--- config.mk ---
export PLATFORM = sky130hd
export DESIGN_NAME = stall_watchdog_rearm_backoff_unit
export DESIGN_NICKNAME = d
export VERILOG_FILES = /design/src/sv/swrb_pkg.sv /design/src/sv/swrb_core.sv /design/src/sv/stall_watchdog_rearm_backoff_unit.sv
export VERILOG_INCLUDE_DIRS = /design/src /design/src/sv
export SDC_FILE = /design/constraint.sdc
export NUM_CORES = 1
export LEC_CHECK = 0
export BUFFER_PORTS_ARGS = -buffer_cell sky130_fd_sc_hd__buf_2
export CAP_MARGIN = 10
export CORE_ASPECT_RATIO = 0.75
export CORE_UTILIZATION = 25
export DETAILED_ROUTE_END_ITERATION = 8
export PLACE_DENSITY = 0.52
export SYNTH_ARGS = -nofsm -noshare
export SYNTH_HDL_FRONTEND = slang
export SYNTH_HIERARCHICAL = 1
export SYNTH_SLANG_ARGS = --single-unit
--- constraint.sdc ---
create_clock -name aclk -period 4.3 [get_ports aclk]
set_input_delay 0.215 -clock aclk [delete_from_list [all_inputs] [get_ports aclk]]
set_output_delay 0.215 -clock aclk [all_outputs]
set_load 0.05 [all_outputs]
--- src/sv/stall_watchdog_rearm_backoff_unit_defines.svh ---
// Assertion macros shared by the stall watchdog RTL.
// Depends on nothing; files that assert include it inside their module body.
`ifndef STALL_WATCHDOG_REARM_BACKOFF_UNIT_DEFINES_SVH
`define STALL_WATCHDOG_REARM_BACKOFF_UNIT_DEFINES_SVH

// Same-cycle implication, checked outside reset.
`define SWRB_ASSERT_NOW(label, clk, rstn, ante, cons, msg) \
    label: assert property (@(posedge clk) disable iff (!(rstn)) (ante) |-> (cons)) \
        else $error(msg);

// Next-cycle implication, checked outside reset.
`define SWRB_ASSERT_NEXT(label, clk, rstn, ante, cons, msg) \
    label: assert property (@(posedge clk) disable iff (!(rstn)) (ante) |=> (cons)) \
        else $error(msg);

`endif

--- src/sv/swrb_pkg.sv ---
// Types and constants for the stall watchdog with rearm backoff.
// Depends on nothing; used by swrb_core and the top level.
`timescale 1ns / 1ps
`default_nettype none

package swrb_pkg;

    typedef enum logic [1:0] {
        CMD_RESET = 2'd0,
        CMD_ARM   = 2'd1,
        CMD_CHECK = 2'd2,
        CMD_NONE  = 2'd3
    } swrb_cmd_t;

    typedef enum logic [1:0] {
        REG_STALL        = 2'd0,
        REG_ACTIVE_RETRY = 2'd1,
        REG_QUIET_FIRST  = 2'd2,
        REG_QUIET_LATER  = 2'd3
    } swrb_reg_idx_t;

    localparam logic [15:0] STALL_INTERVAL_RST        = 16'd200;
    localparam logic [15:0] ACTIVE_RETRY_INTERVAL_RST = 16'd50;
    localparam logic [15:0] QUIET_RETRY_FIRST_RST     = 16'd100;
    localparam logic [15:0] QUIET_RETRY_LATER_RST     = 16'd500;

    localparam logic [7:0] ATTEMPT_MAX = 8'hFF;

    typedef struct packed {
        logic [15:0] stall_interval;
        logic [15:0] active_retry_interval;
        logic [15:0] quiet_retry_first;
        logic [15:0] quiet_retry_later;
    } swrb_cfg_t;

    typedef struct packed {
        logic [1:0]  command;
        logic [31:0] now_time;
        logic [31:0] progress_value;
        logic        underrun;
        logic        transmit_started;
        logic        receive_pending;
    } swrb_item_t;

endpackage

`default_nettype wire

--- src/sv/swrb_core.sv ---
// Watchdog state and rearm decision for one registered beat per cycle while enable is high.
// Depends on swrb_pkg and the assertion macro header.
`timescale 1ns / 1ps
`default_nettype none

module swrb_core (
    input  wire logic               aclk,
    input  wire logic               aresetn,
    input  wire logic               enable,
    input  wire swrb_pkg::swrb_item_t item,
    input  wire swrb_pkg::swrb_cfg_t  cfg,
    output logic                    rearm_request
);
    import swrb_pkg::*;
    `include "stall_watchdog_rearm_backoff_unit_defines.svh"

    logic [31:0] seen_progress_reg, seen_progress_next;
    logic [31:0] progress_time_reg, progress_time_next;
    logic [31:0] rearm_time_reg, rearm_time_next;
    logic [7:0]  attempt_count_reg, attempt_count_next;
    logic        armed_flag_reg, armed_flag_next;

    logic [31:0] stall_elapsed;
    logic [31:0] retry_elapsed;
    logic [15:0] retry_wait;
    logic        progress_changed;
    logic        stall_met;
    logic        retry_met;
    logic        fire;

    assign progress_changed = item.progress_value != seen_progress_reg;
    assign stall_elapsed    = item.now_time - progress_time_reg;
    assign retry_elapsed    = item.now_time - rearm_time_reg;

    always_comb begin
        if (item.receive_pending) begin
            retry_wait = cfg.active_retry_interval;
        end else if (attempt_count_reg == 8'd1) begin
            retry_wait = cfg.quiet_retry_first;
        end else begin
            retry_wait = cfg.quiet_retry_later;
        end
    end

    assign stall_met = stall_elapsed >= {16'd0, cfg.stall_interval};
    assign retry_met = (attempt_count_reg == 8'd0) || (retry_elapsed >= {16'd0, retry_wait});
    assign fire = (item.command == CMD_CHECK) && !progress_changed && armed_flag_reg
                  && item.underrun && !item.transmit_started && stall_met && retry_met;

    assign rearm_request = fire;

    always_comb begin
        seen_progress_next = seen_progress_reg;
        progress_time_next = progress_time_reg;
        rearm_time_next    = rearm_time_reg;
        attempt_count_next = attempt_count_reg;
        armed_flag_next    = armed_flag_reg;
        case (item.command)
            CMD_RESET, CMD_ARM: begin
                seen_progress_next = item.progress_value;
                progress_time_next = item.now_time;
                rearm_time_next    = item.now_time;
                attempt_count_next = 8'd0;
                armed_flag_next    = item.command == CMD_ARM;
            end
            CMD_CHECK: begin
                if (progress_changed) begin
                    seen_progress_next = item.progress_value;
                    progress_time_next = item.now_time;
                    attempt_count_next = 8'd0;
                end else if (fire) begin
                    rearm_time_next = item.now_time;
                    if (attempt_count_reg != ATTEMPT_MAX) begin
                        attempt_count_next = attempt_count_reg + 8'd1;
                    end
                end
            end
            default: begin
            end
        endcase
    end

    always_ff @(posedge aclk) begin
        if (!aresetn) begin
            seen_progress_reg <= '0;
            progress_time_reg <= '0;
            rearm_time_reg    <= '0;
            attempt_count_reg <= '0;
            armed_flag_reg    <= 1'b0;
        end else if (enable) begin
            seen_progress_reg <= seen_progress_next;
            progress_time_reg <= progress_time_next;
            rearm_time_reg    <= rearm_time_next;
            attempt_count_reg <= attempt_count_next;
            armed_flag_reg    <= armed_flag_next;
        end
    end

    `SWRB_ASSERT_NOW(a_req_needs_armed_check, aclk, aresetn, rearm_request, (item.command == CMD_CHECK) && armed_flag_reg, "rearm requested outside an armed check")
    `SWRB_ASSERT_NEXT(a_arm_sets_state, aclk, aresetn, enable && (item.command == CMD_ARM), armed_flag_reg && (attempt_count_reg == 8'd0), "arm did not set armed and clear attempts")
    `SWRB_ASSERT_NEXT(a_attempt_counts, aclk, aresetn, enable && rearm_request && (attempt_count_reg != ATTEMPT_MAX), attempt_count_reg == $past(attempt_count_reg) + 8'd1, "attempt count did not advance on a rearm request")

endmodule

`default_nettype wire

--- src/sv/stall_watchdog_rearm_backoff_unit.sv ---
// Top level of the receive-stall watchdog with rearm backoff.
// Depends on swrb_pkg, swrb_core and the assertion macro header.
//
// Usage:
// Input beats (s_valid/s_ready) carry a command, a millisecond timestamp, a
// progress count and three status flags. Every input beat yields exactly one
// output beat (m_valid/m_ready) carrying m_rearm_request.
// An accepted beat lands in an input register; when it advances, the watchdog
// state is updated and the result is written to the output register at the
// same edge.
// Throughput is one beat per cycle while the receiver keeps up, set by the state
// update in swrb_core: the input stage advances whenever the output register is
// empty or being taken in the same cycle.
// When the receiver stalls, the result holds in the output register and one
// more beat is held in the input register; s_ready then drops.
// Reset clears the watchdog state, empties both stages and loads the interval
// registers with 200, 50, 100 and 500 ms. The user must write the interval
// registers through the APB port while no beat is in flight; the block does not enforce it.
`timescale 1ns / 1ps
`default_nettype none

module stall_watchdog_rearm_backoff_unit (
    input  wire logic        aclk,
    input  wire logic        aresetn,
    input  wire logic        s_valid,
    output logic             s_ready,
    input  wire logic [1:0]  s_command,
    input  wire logic [31:0] s_now_time,
    input  wire logic [31:0] s_progress_value,
    input  wire logic        s_underrun,
    input  wire logic        s_transmit_started,
    input  wire logic        s_receive_pending,
    output logic             m_valid,
    input  wire logic        m_ready,
    output logic             m_rearm_request,
    input  wire logic        psel,
    input  wire logic        penable,
    input  wire logic        pwrite,
    input  wire logic [3:0]  paddr,
    input  wire logic [31:0] pwdata,
    output logic [31:0]      prdata,
    output logic             pready
);
    import swrb_pkg::*;
    `include "stall_watchdog_rearm_backoff_unit_defines.svh"

    swrb_cfg_t     cfg_reg;
    swrb_item_t    in_item_reg;
    logic          in_valid_reg;
    logic          m_valid_reg;
    logic          m_rearm_request_reg;
    logic          advance;
    logic          core_request;
    logic          cfg_write;
    swrb_reg_idx_t cfg_idx;

    assign advance   = in_valid_reg && (!m_valid_reg || m_ready);
    assign s_ready   = !in_valid_reg || advance;
    assign m_valid   = m_valid_reg;
    assign m_rearm_request = m_rearm_request_reg;

    assign pready    = 1'b1;
    assign cfg_write = psel && penable && pwrite;
    assign cfg_idx   = swrb_reg_idx_t'(paddr[3:2]);

    always_comb begin
        case (cfg_idx)
            REG_STALL:        prdata = {16'd0, cfg_reg.stall_interval};
            REG_ACTIVE_RETRY: prdata = {16'd0, cfg_reg.active_retry_interval};
            REG_QUIET_FIRST:  prdata = {16'd0, cfg_reg.quiet_retry_first};
            REG_QUIET_LATER:  prdata = {16'd0, cfg_reg.quiet_retry_later};
            default:          prdata = 32'd0;
        endcase
    end

    always_ff @(posedge aclk) begin
        if (!aresetn) begin
            cfg_reg.stall_interval        <= STALL_INTERVAL_RST;
            cfg_reg.active_retry_interval <= ACTIVE_RETRY_INTERVAL_RST;
            cfg_reg.quiet_retry_first     <= QUIET_RETRY_FIRST_RST;
            cfg_reg.quiet_retry_later     <= QUIET_RETRY_LATER_RST;
        end else if (cfg_write) begin
            case (cfg_idx)
                REG_STALL:        cfg_reg.stall_interval        <= pwdata[15:0];
                REG_ACTIVE_RETRY: cfg_reg.active_retry_interval <= pwdata[15:0];
                REG_QUIET_FIRST:  cfg_reg.quiet_retry_first     <= pwdata[15:0];
                REG_QUIET_LATER:  cfg_reg.quiet_retry_later     <= pwdata[15:0];
                default: begin
                end
            endcase
        end
    end

    always_ff @(posedge aclk) begin
        if (!aresetn) begin
            in_valid_reg <= 1'b0;
            m_valid_reg  <= 1'b0;
        end else begin
            if (s_valid && s_ready) begin
                in_valid_reg <= 1'b1;
            end else if (advance) begin
                in_valid_reg <= 1'b0;
            end
            if (advance) begin
                m_valid_reg <= 1'b1;
            end else if (m_ready) begin
                m_valid_reg <= 1'b0;
            end
        end
    end

    always_ff @(posedge aclk) begin
        if (s_valid && s_ready) begin
            in_item_reg.command          <= s_command;
            in_item_reg.now_time         <= s_now_time;
            in_item_reg.progress_value   <= s_progress_value;
            in_item_reg.underrun         <= s_underrun;
            in_item_reg.transmit_started <= s_transmit_started;
            in_item_reg.receive_pending  <= s_receive_pending;
        end
        if (advance) begin
            m_rearm_request_reg <= core_request;
        end
    end

    swrb_core u_core (
        .aclk          (aclk),
        .aresetn       (aresetn),
        .enable        (advance),
        .item          (in_item_reg),
        .cfg           (cfg_reg),
        .rearm_request (core_request)
    );

    `SWRB_ASSERT_NOW(a_empty_stage_ready, aclk, aresetn, !in_valid_reg, s_ready, "input stage empty but not ready")
    `SWRB_ASSERT_NEXT(a_advance_fills_output, aclk, aresetn, advance, m_valid_reg, "advanced beat did not reach the output register")
    `SWRB_ASSERT_NEXT(a_blocked_stage_holds, aclk, aresetn, in_valid_reg && !advance, in_valid_reg && $stable(in_item_reg), "blocked input stage lost its beat")

endmodule

`default_nettype wire

# == Word-level counts from Yosys, hierarchy flattened ==
# Cells that the tools add are included.
# Widths: inputs -> output; s select.
# totals
n_memories,0
ram_bits,0
latchBits,0
out_inout_bits,36
wordCells,86
register_bits,241
romBits,0
# op_classes
div_mod_pow,0
n_reduce_logical,32
eq_ne,13
n_mux,18
bitwise,0
n_shift,0
multipliers,0
magnitude_cmp,2
add_sub_neg,3
# op_table
cell,count
$pmux 32 s2,3
$mux 32,4
$pmux 32 s4,1
$ge 32x16->1,2
$sub 32x32->32,2
$mux 16,2
$ne 32x32->1,1
$mux 8,3
$pmux 8 s2,1
$logic_and 1x1->1,10
$reduce_and 2->1,5
$add 8x1->8 const B,1
$eq 8x1->1 const B,1
$logic_not 8->1,1
$ne 8x8->1 const B,1
$reduce_and 4->1,2
$eq 2x2->1 const B,3
$ne 3x2->1 const B,2
$reduce_bool 2->1,3
$eq 2x1->1 const B,2
$logic_not 1->1,4
$logic_not 2->1,2
$mux 1,4
$ne 2x2->1 const B,2
other kinds (4),6

# == Depth between registers and ports, before layout ==
# Gate-level depths: netlist of the first run.
# logic_depth
ltp_word,11
ltp_mapped,23
mapped_depth_nobuf,21

# == Modules after synthesis ==
# The synthesis of the first run kept the hierarchy.
# modules_own_cells
module,area_per_inst_um2,n_inst,cells_each
swrb_core,10446.3,1,1448
stall_watchdog_rearm_backoff_unit,5182.5,1,362

# == Worst setup path before layout of the first run ==
# OpenSTA, ideal clock, no wires.
# synth_timing
kind,flip-flop to flip-flop
startpoint,register in_item_reg[35] (netlist bit)
endpoint,register u_core.rearm_time_reg[23]
path_stages_with_launch,21
path_buffers,2
arrival_ps,4210
setup_time_ps,79
setup_slack_ps,11
required_time_ps,4221
cell_sequence,edfxtp_1 inv_1 ha_1 fa_1 nand2b_1 a21o_1 a2111o_1 and3_1 xnor2_1 ha_1 o21ai_0 o22ai_1 or4_1 nor4_1 nand4b_1 nor4b_2 or4b_1 buf_6 buf_6 nand4_1 o211ai_1
# synth_via
elab_chain_len,6
elab_cells_between_ends,9
cone_classes,add/sub (2); order compare (2); eq/ne (1); reduce/logical (4)
# synth_lines
element,line,rtl
start: declaration,stall_watchdog_rearm_backoff_unit.sv:48,swrb_item_t in_item_reg;
"$sub 32x32->32, on equally long branches","swrb_core.sv:32, swrb_core.sv:33",
"$ge 32x16->1, on equally long branches","swrb_core.sv:45, swrb_core.sv:46",
$logic_and 1x1->1 or $logic_or 1x1->1 (tied branches),"swrb_core.sv:48, swrb_core.sv:46",
$logic_and 1x1->1 *,swrb_core.sv:48,&& item.underrun && !item.transmit_started && stall_met && retry_met;
$ne 2x2->1 (no line) *,--,
$reduce_and 4->1 (no line) *,--,
end signal: assignment,swrb_core.sv:93,rearm_time_reg <= rearm_time_next;
end: declaration,swrb_core.sv:19,"logic [31:0] rearm_time_reg, rearm_time_next;"
# Mark *: on every way between the ends. The rest lies on a longest branch, timed or not.
# A chain may end at the register's enable or synchronous reset.

# == Worst setup path in the final report of the first run ==
# layout_timing
startpoint,register in_item_reg[35] (netlist bit)
endpoint,register u_core.rearm_time_reg[9]
# Same word-level chain as after synthesis.

==> results.ini, run 1 <==
[clocking]
insertion_delay_ps=580
clock_path_buffers=3
cts_made_buffers=29
cts_tree=built
cts_root_buf=clkbuf_16
htree_levels=1
cts.sinks=241
path_clk_slew_ps=70

[cells_and_area]
largest_register_ffs=69
final_layout_size_suffix_gt1_share_pct=22.2
final_util_pct=33.9
nets=2370
multi_input_area_mm2=0.00957
diodes=0
regArea_mm2=0.00553
fillCellCount=6335
syn_to_final_growth_pct=32.6

[floorplanning]
die_w_um=291
ios=148
core_mm2=0.0611
die_h_um=219
rows=78
initial_utilization_pct=25.6
dieArea_mm2=0.0635

[synth]
synth_cells=1810
synth_area_mm2=0.0156
ys_ff_latch=241
yosys.area.top_type_share_pct=21.9
synthArstFlopShare_pct=0
synth_edf_count=70
ys_top_cells_by_area=dfxtp_1 (22%), edfxtp_1 (13%), ha_1 (7.8%)
yosysTopAreaCell=dfxtp_1
synth_commonest_cells=nand2_1 (282), dfxtp_1 (171), a21oi_1 (108), ha_1 (97), inv_1 (89)
avgSynthCellArea_um2=8.63
yosysMostFrequentCell=nand2_1
synth_warnings=6
synth-main-ff-cell=dfxtp_1
ys_types=78
seq_area_frac_synth_pct=35.4

[sta]
slew_viol_final=0
setup_ws_ps=-482
maxSlewHeadroom_pct=34.5
holdWs_ps=38.4
setup_tns_ps=-17380
finalCritPeriodShare_pct=111
tightestPinTransition_ps=982
finalHoldViolations=0
setup-violations-final=40
rsz0062_at_grt=yes
period_needed_ps=4780
max_freq_ghz=0.209
skew_ps=18.4

[critical_path]
crit_type=reg -> reg
worst-r2r-setup-slack_ps=-480
cp_max_fo=7
r2r-start=in_item_reg[35]$_DFFE_PP_
startpoint_type=flop
worst_r2r_endpoint=u_core/rearm_time_reg[9]$_SDFFE_PN0P_
rr_worst_depth=20
cp.arrival_ps=5280
endpoint_kind=flop
critical_path_required_ps=4800

[detailed_routing]
drt_iter0_markers=827
drc=0
antenna_left=0
routed_wl_um=51300
vias=14700
avgRoutedWirePerCell_um=17.2
first_pass_iters=5
via_per_inst=4.93

[placement]
portBuffers=112
pre_cts_slack_ps=-704
hpwl_um=36700
place_congestion=0.889

[global_route]
antenna_found_initial=0
grt_pass1_wl_um=78800
grt_pass1_vias=14300
grt_overflow=0
grt_use_total_pct=15.5
grt_use_met1_pct=22.2
grtUsageMet3_pct=1.73
use_met2_pct=24.8
grt-busiest-layer=met2
grt_start_max_net_pins=148

[hold_path]
hold_depth=4
whs_endpoint=cfg_reg[51]$_SDFFE_PN1P_
min-delay-start=penable
min_path_type=in -> reg

[power_and_ir_drop]
powerDensity_mw_per_mm2=324
power_frac_comb_pct=25.0
p_leak_nw=8.13
internal-power_mw=4.64
p_switching_mw=2.08
p_seq_share_pct=37.5
pwr-share-clk_pct=37.5
p_sw_share_pct=30.9
ir_drop_v=0.000284
total_power_mw=6.71

[run_status]
violations=negative setup slack
outcome=finished with violations

[run]
cap_violations=0

[cell type report]
type	count	area share, %
clock buffers	33	3.67
clock inverters	20	0.954
inverters	90	1.63
multi-input cells	1365	46.2
flip-flops and latches	241	26.7
well taps	800	4.83
repair buffers	432	16.0
[power by group through the flow]
stage               sequential [mW]  clock (mW)  combinational (mW)
floorplan                      2.54           0               0.951
global placement               2.57           0                1.47
detailed placement             2.57           0                1.48
CTS                            2.52        2.59                1.59
global route                   2.53        2.67                1.84
finish                         2.52        2.52                1.68
[per-stage QoR]
stage | area, um^2 | std cells
final | 20700 | 2981
after global routing | 20700 | 2981
after CTS | 20400 | 2968
after detailed placement | 18200 | 2813
after global placement | 18200 | 2813
after floorplan | 15700 | 1825
[cells by family (layout without fill, tap and decap cells)]
group	count (synthesis)	in the layout	synth area share, %
XOR/XNOR	72	72	4.03
multiplexers	105	105	8.01
buffers and inverters	219	575	6.28
flip-flops	241	241	35.4
AND/OR/NAND/NOR	647	647	20.2
adder cells (fa/ha/maj)	99	99	8.02
AO/OA/AOI/OAI	425	425	18.0
other	2	17	0.0481
[per-layer routing]
layer / up-vias / wire [um]
met5: - / 0
met4: 0 / 927
met3: 56 / 2070
met2: 347 / 23300
met1: 7087 / 25000
li1: 7206 / -
[worst max-delay path, stage by stage (launching register included)]
cell and delay (ps):
edfxtp_1 360, inv_2 60, ha_4 160, fa_2 340, nand2b_4 150, a21o_1 200
a2111o_1 420, and3_4 210, xnor2_2 130, ha_1 320, o21ai_2 150, o22ai_2 90
or4_4 550, nor4_4 190, nand4b_1 160, nor4b_2 320, buf_4 210, or4b_4 270
clkbuf_16 190, nand4_1 80, o211ai_1 150
[placed cells by master (no fill, tap or decap), types with 17 or more instances in the layout]
cell             n
nand2_1        280
buf_4          222
dfxtp_1        171
buf_2          111
a21oi_1         99
ha_1            92
mux2i_1         88
inv_1           88
dlygate4sd3_1   87
nor2_1          71
edfxtp_1        70
a21boi_0        68
nand3_1         64
nand4_1         59
o211ai_1        44
a31oi_1         42
xnor2_1         41
o21ai_0         40
nor3b_1         32
clkbuf_16       31
nor2b_1         29
xor2_1          29
a21o_1          28
o21a_1          19
conb_1          17
[what timing repair did]
action,4_1_cts,5_1_grt
endpoints found under the hold margin,133,0
setup buffers,13,13
hold buffers,87,0
pin swaps,32,84
setup endpoints to repair,41,41
gates resized for setup,29,51
cloned,2,2
[worst max-delay path by stage]
stage                                    startpoint                                      to  slack, ps  cells past startpoint
after global routing      in_item_reg[35]$_DFFE_PP_   u_core/rearm_time_reg[6]$_SDFFE_PN0P_       -660                     20
after global placement    in_item_reg[42]$_DFFE_PP_  u_core/rearm_time_reg[24]$_SDFFE_PN0P_       -730                     20
final                     in_item_reg[35]$_DFFE_PP_   u_core/rearm_time_reg[9]$_SDFFE_PN0P_       -480                     20
after CTS                 in_item_reg[35]$_DFFE_PP_  u_core/rearm_time_reg[13]$_SDFFE_PN0P_       -550                     20
after detailed placement  in_item_reg[42]$_DFFE_PP_  u_core/rearm_time_reg[19]$_SDFFE_PN0P_       -700                     20
after floorplan           in_item_reg[35]$_DFFE_PP_  u_core/rearm_time_reg[23]$_SDFFE_PN0P_         10                     20
No activity file was read; power rests on OpenSTA's default activity.
==> run 2, diff against run 1 <==
- SKIP_LAST_GASP: default -> 1
==> results.ini, run 2 (synthesized netlist as in run 1, its figures left out) <==
[sta]
setup_ws_ps=-518  ; was -482 ps
period_needed_ps=4820  ; was 4780 ps
slew_viol_final=0  ; unchanged
finalCritPeriodShare_pct=112  ; was 111%
maxSlewHeadroom_pct=34.4  ; was 34.5%
skew_ps=17.1  ; was 18.4 ps
tightestPinTransition_ps=983  ; was 982 ps
finalHoldViolations=0  ; unchanged
setup-violations-final=40  ; unchanged
rsz0062_at_grt=yes  ; unchanged
max_freq_ghz=0.208  ; was 0.209 GHz

[critical_path]
cp_max_fo=7  ; unchanged
critical_path.top_delay_family=simple AND/OR/NAND/NOR gates  ; unchanged
critPathSlowestCell=or4_4  ; unchanged
crit_chain=inv_2 > ha_4 > fa_2 > nand2b_4 > a21o_1 > a2111o_1 > and3_4 > xnor2_2 > ha_1 > o21ai_2 > o22ai_2 > or4_4 > nor4_4 > nand4b_1 > nor4b_2 > buf_4 > or4b_4 > clkbuf_16 > nand4_1 > o211ai_1  ; unchanged
crit_type=reg -> reg  ; unchanged
startpoint_type=flop  ; unchanged
endpoint_kind=flop  ; unchanged
critical_path_required_ps=4800  ; about the same
cp.arrival_ps=5320  ; was 5280 ps
cp.buffers_inverters=3  ; unchanged
critPathMaxStageDelay_ps=550  ; about the same

[run]
cap_violations=0  ; unchanged

[placement]
placedInstanceArea_mm2=0.0182  ; unchanged
portBuffers=112  ; unchanged
place_congestion=0.889  ; unchanged
hpwl_um=36700  ; unchanged

[clocking]
path_clk_slew_ps=70  ; about the same
clock_path_buffers=3  ; unchanged
cts_made_buffers=29  ; unchanged
cts_tree=built  ; unchanged
htree_levels=1  ; unchanged
cts_root_buf=clkbuf_16  ; unchanged
cts.sinks=241  ; unchanged
insertion_delay_ps=580  ; about the same

[detailed_routing]
routed_wl_um=51300  ; about the same
avgRoutedWirePerCell_um=17.2  ; about the same
vias=14700  ; about the same
via_per_inst=4.93  ; about the same
drt_iter0_markers=878  ; was 827
drc=0  ; unchanged
first_pass_iters=5  ; unchanged
antenna_left=0  ; unchanged

[run_status]
outcome=finished with violations  ; unchanged
violations=negative setup slack  ; unchanged

[power_and_ir_drop]
ir_drop_v=0.000283  ; was 0.000284 V
total_power_mw=6.71  ; about the same
powerDensity_mw_per_mm2=324  ; about the same
p_leak_nw=8.12  ; was 8.13 nW

[cells_and_area]
layout_common_cells=nand2_1 (280), buf_4 (221), dfxtp_1 (171), buf_2 (111), a21oi_1 (99)  ; was nand2_1 (280), buf_4 (222), dfxtp_1 (171), buf_2 (111), a21oi_1 (99)
final_layout_size_suffix_gt1_share_pct=22.2  ; about the same
syn_to_final_growth_pct=32.5  ; was 32.6%
layout_commonest_cell=nand2_1  ; unchanged
final_area_mm2=0.0207  ; about the same
diodes=0  ; unchanged
largest_register_ffs=69  ; unchanged
nets=2369  ; was 2370

[floorplanning]
core_mm2=0.0611  ; unchanged
die_w_um=291  ; unchanged
ios=148  ; unchanged
initial_utilization_pct=25.6  ; unchanged
die_h_um=219  ; unchanged
rows=78  ; unchanged
dieArea_mm2=0.0635  ; unchanged

[global_route]
grt_start_max_net_pins=148  ; unchanged
grt_pass1_vias=14300  ; about the same
grt_pass1_wl_um=78800  ; about the same
antenna_found_initial=0  ; unchanged
grt_overflow=0  ; unchanged
grt_use_total_pct=15.5  ; about the same

[hold_path]
min_path_type=in -> reg  ; unchanged

run 2: changes by cell type in the layout (fill, tap and decap cells not counted):
cell,before,now
ha_4,5,4
buf_4,222,221
nand3_2,2,3
ha_2,0,1
nand3_1,64,63
run 2: area by class of cell:
class	instances	area [um^2]
timing repair buffer	431	3320
tap	800	1000
fill	6331	40400
sequential	241	5530
inverter	90	338
multi-input combinational	1365	9570
clock inverter	20	198
clock buffer	33	761
run 2: timing repair:
item,in CTS,in global routing
hold buffers,87,0
hold endpoints to repair,133,0
pin swaps,31,91
gates cloned,2,2
setup endpoints to repair,41,41
gates resized for setup,29,51
buffers inserted,13,12
run 2: per-stage QoR:
stage               hold slack, ps  utilization [%]  worst slack [ps]  cells  TNS, ps
finish                        38.7             33.9              -518   2980   -18560
detailed placement             393             29.9              -704   2813   -26320
floorplan                      314                -              10.6   1825        0
global route                  68.5             33.9              -659   2980   -24780
global placement               392             29.9              -733   2813   -27940
CTS                           16.8             33.3              -545   2968   -19990
run 2: power breakdown:
part / switching (mW) / leakage [nW] / internal (mW) / total, mW
combinational: 0.933 / 5.58 / 0.742 / 1.67
clock: 1.06 / 0.468 / 1.45 / 2.51
sequential: 0.0808 / 2.07 / 2.44 / 2.52
total: 2.07 / 8.12 / 4.63 / 6.71
run 2: path summary, 6_finish.rpt:
check                                           startpoint                                  endpoint  slack, ps  depth (start not counted)
setup / recovery                 in_item_reg[35]$_DFFE_PP_     u_core/rearm_time_reg[9]$_SDFFE_PN0P_       -520                         20
hold / removal                                     penable                  cfg_reg[51]$_SDFFE_PN1P_         40                          4
setup reg to reg                 in_item_reg[35]$_DFFE_PP_     u_core/rearm_time_reg[9]$_SDFFE_PN0P_       -520                         20
hold reg to reg   u_core/progress_time_reg[5]$_SDFFE_PN0P_  u_core/progress_time_reg[5]$_SDFFE_PN0P_        470                          2
run 2: metal layers:
metal	vias up	part of all wire (%)	GRT usage [%]	wire length (um)
li1	7201	-	-	-
met2	336	45	24.7	23200
met3	53	4.0	1.73	2070
met4	0	1.8	3.26	943
met5	-	0	0	0
met1	7113	49	22.2	25100
run 2: tightest hold or removal path, cell delays in order:
cell and delay [ps]:
buf_2 110, nand3_2 100, o31ai_1 70, o211ai_1 80
==> run 3, diff against run 2 <==
- clock period: 4.3 -> 4.1 ns (I/O delays scaled with it)
==> results.ini, run 3 (synthesized netlist as in run 1, its figures left out) <==
[sta]
setup_tns_ps=-20120  ; was -18560 ps
setup_ws_ps=-544  ; was -518 ps
period_needed_ps=4640  ; was 4820 ps
maxSlewHeadroom_pct=34.5  ; was 34.4%
finalCritPeriodShare_pct=113  ; was 112%
setup-violations-final=41  ; was 40
max_freq_ghz=0.215  ; was 0.208 GHz
rsz0062_at_grt=yes  ; unchanged
finalHoldViolations=0  ; unchanged
skew_ps=15.2  ; was 17.1 ps
tightestPinTransition_ps=983  ; about the same
slew_viol_final=0  ; unchanged

[detailed_routing]
drc=0  ; unchanged
first_pass_iters=5  ; unchanged
via_per_inst=4.89  ; was 4.93
drt_iter0_markers=927  ; was 878
routed_wl_um=51600  ; was 51300 um
vias=14800  ; was 14700
avgRoutedWirePerCell_um=17.1  ; was 17.2 um
antenna_left=0  ; unchanged

[placement]
portBuffers=112  ; unchanged
place_congestion=0.892  ; was 0.889
hpwl_um=36900  ; was 36700 um
dpl.cell_count=2845  ; was 2813

[floorplanning]
core_mm2=0.0611  ; unchanged
initial_utilization_pct=25.6  ; unchanged
ios=148  ; unchanged
rows=78  ; unchanged
die_h_um=219  ; unchanged
die_w_um=291  ; unchanged
dieArea_mm2=0.0635  ; unchanged

[run_status]
outcome=finished with violations  ; unchanged
violations=negative setup slack  ; unchanged

[cells_and_area]
regArea_mm2=0.00553  ; unchanged
fillCellCount=6227  ; was 6331
largest_register_ffs=69  ; unchanged
layout_common_cells=nand2_1 (280), buf_4 (254), dfxtp_1 (171), buf_2 (111), a21oi_1 (94)  ; was nand2_1 (280), buf_4 (221), dfxtp_1 (171), buf_2 (111), a21oi_1 (99)
syn_to_final_growth_pct=37.1  ; was 32.5%
final_layout_size_suffix_gt1_share_pct=24.5  ; was 22.2%
nets=2414  ; was 2369
diodes=0  ; unchanged
multi_input_area_mm2=0.00977  ; was 0.00957 mm^2
final_cells=3025  ; was 2980
final_util_pct=35.1  ; was 33.9%
layout_commonest_cell=nand2_1  ; unchanged

[power_and_ir_drop]
p_leak_nw=8.45  ; was 8.12 nW
internal-power_mw=4.99  ; was 4.63 mW
power_frac_comb_pct=25.8  ; was 25.0%
ir_drop_v=0.000242  ; was 0.000283 V
p_seq_share_pct=36.8  ; was 37.6%
p_switching_mw=2.16  ; was 2.07 mW
p_sw_share_pct=30.1  ; was 30.9%
powerDensity_mw_per_mm2=334  ; was 324 mW/mm^2
total_power_mw=7.15  ; was 6.71 mW
pwr-share-clk_pct=37.4  ; was 37.5%

[critical_path]
crit_type=reg -> reg  ; unchanged
critical_path_required_ps=4580  ; was 4800 ps
r2r-start=in_item_reg[35]$_DFFE_PP_  ; unchanged
cp_max_fo=5  ; was 7
startpoint_type=flop  ; unchanged
cp.arrival_ps=5130  ; was 5320 ps
endpoint_kind=flop  ; unchanged
setup.worst_path.start=in_item_reg[35]$_DFFE_PP_  ; unchanged

[hold_path]
min-delay-start=m_ready  ; was penable
min_path_type=in -> reg  ; unchanged

[clocking]
cts.sinks=241  ; unchanged
cts_root_buf=clkbuf_16  ; unchanged
clock_path_buffers=3  ; unchanged
path_clk_slew_ps=60  ; was 70 ps
cts_tree=built  ; unchanged
cts_made_buffers=29  ; unchanged
htree_levels=1  ; unchanged
insertion_delay_ps=560  ; was 580 ps

[run]
cap_violations=0  ; unchanged

[global_route]
grt_pass1_wl_um=80000  ; was 78800 um
antenna_found_initial=1  ; was 0
grt_pass1_vias=14400  ; was 14300
grt_overflow=0  ; unchanged
grt_start_max_net_pins=127  ; was 148
grt_use_total_pct=15.7  ; was 15.5%

## run 3: changes by cell type in the layout (fill, tap and decap cells not counted), moves of 5 or more
cell	before	now
a21oi_1	99	94
buf_4	221	254
clkbuf_1	2	8
clkbuf_16	31	37
ha_1	92	80
ha_4	4	13
## run 3: cell type report
class | instances | area share (%)
multi-input cells | 1365 | 45.6
flip-flops and latches | 241 | 25.8
repair buffers | 476 | 17.7
well taps | 800 | 4.67
clock buffers | 44 | 4.24
inverters | 90 | 1.58
clock inverters | 9 | 0.397
## run 3: layer usage
metal	up-vias	GRT usage (%)	routed length, um
met5	-	0	0
li1	7305	-	-
met3	61	1.88	1990
met1	7099	22.1	25400
met2	321	25.5	23400
met4	0	3.30	895
## run 3: power by group through the flow
stage	logic, mW	clock network [mW]	registers [mW]
after detailed placement	1.62	0	2.69
after CTS	1.79	2.76	2.63
final	1.85	2.67	2.63
after floorplan	1.00	0	2.67
after global placement	1.61	0	2.68
after global routing	2.02	2.85	2.64
## run 3: timing repair
| item | CTS | global route |
|---|---|---|
| endpoints found under the setup margin | 41 | 41 |
| hold buffers | 86 | 0 |
| pin swaps | 36 | 72 |
| cloned | 5 | 3 |
| resized for setup | 74 | 37 |
| endpoints found under the hold margin | 130 | 0 |
| setup buffers | 30 | 10 |
## run 3: worst paths after layout
check / depth (start not counted) / end / slack, ps
max: 21 / u_core/attempt_count_reg[5]$_SDFFE_PN0P_ / -540
min: 3 / m_valid$_SDFFE_PN0P_ / 30
max reg2reg: 21 / u_core/attempt_count_reg[5]$_SDFFE_PN0P_ / -540
min reg2reg: 2 / u_core/progress_time_reg[20]$_SDFFE_PN0P_ / 460
## run 3: metrics by stage
step	hold slack [ps]	area, um^2	setup WS (ps)
floorplan	304	15700	-91.0
global placement	381	18600	-778
detailed placement	383	18600	-767
CTS	0.0991	21100	-471
global route	19.5	21400	-708
finish	33.0	21400	-544
## run 3: critical path, stage by stage, from the launching register on
cell       delay [ps]
edfxtp_1          360
inv_2              70
ha_4              160
fa_2              340
nand2b_4          150
a21o_4            220
a2111o_1          390
and3_4            180
xnor2_2           150
ha_4              290
nand4_1            90
a21oi_2           170
o21ai_4            90
o2111ai_4          80
nor4_4             70
nand4b_1          180
nor4b_4            60
buf_4             170
or4_4             540
buf_12            150
or4_4             500
a21oi_2           140
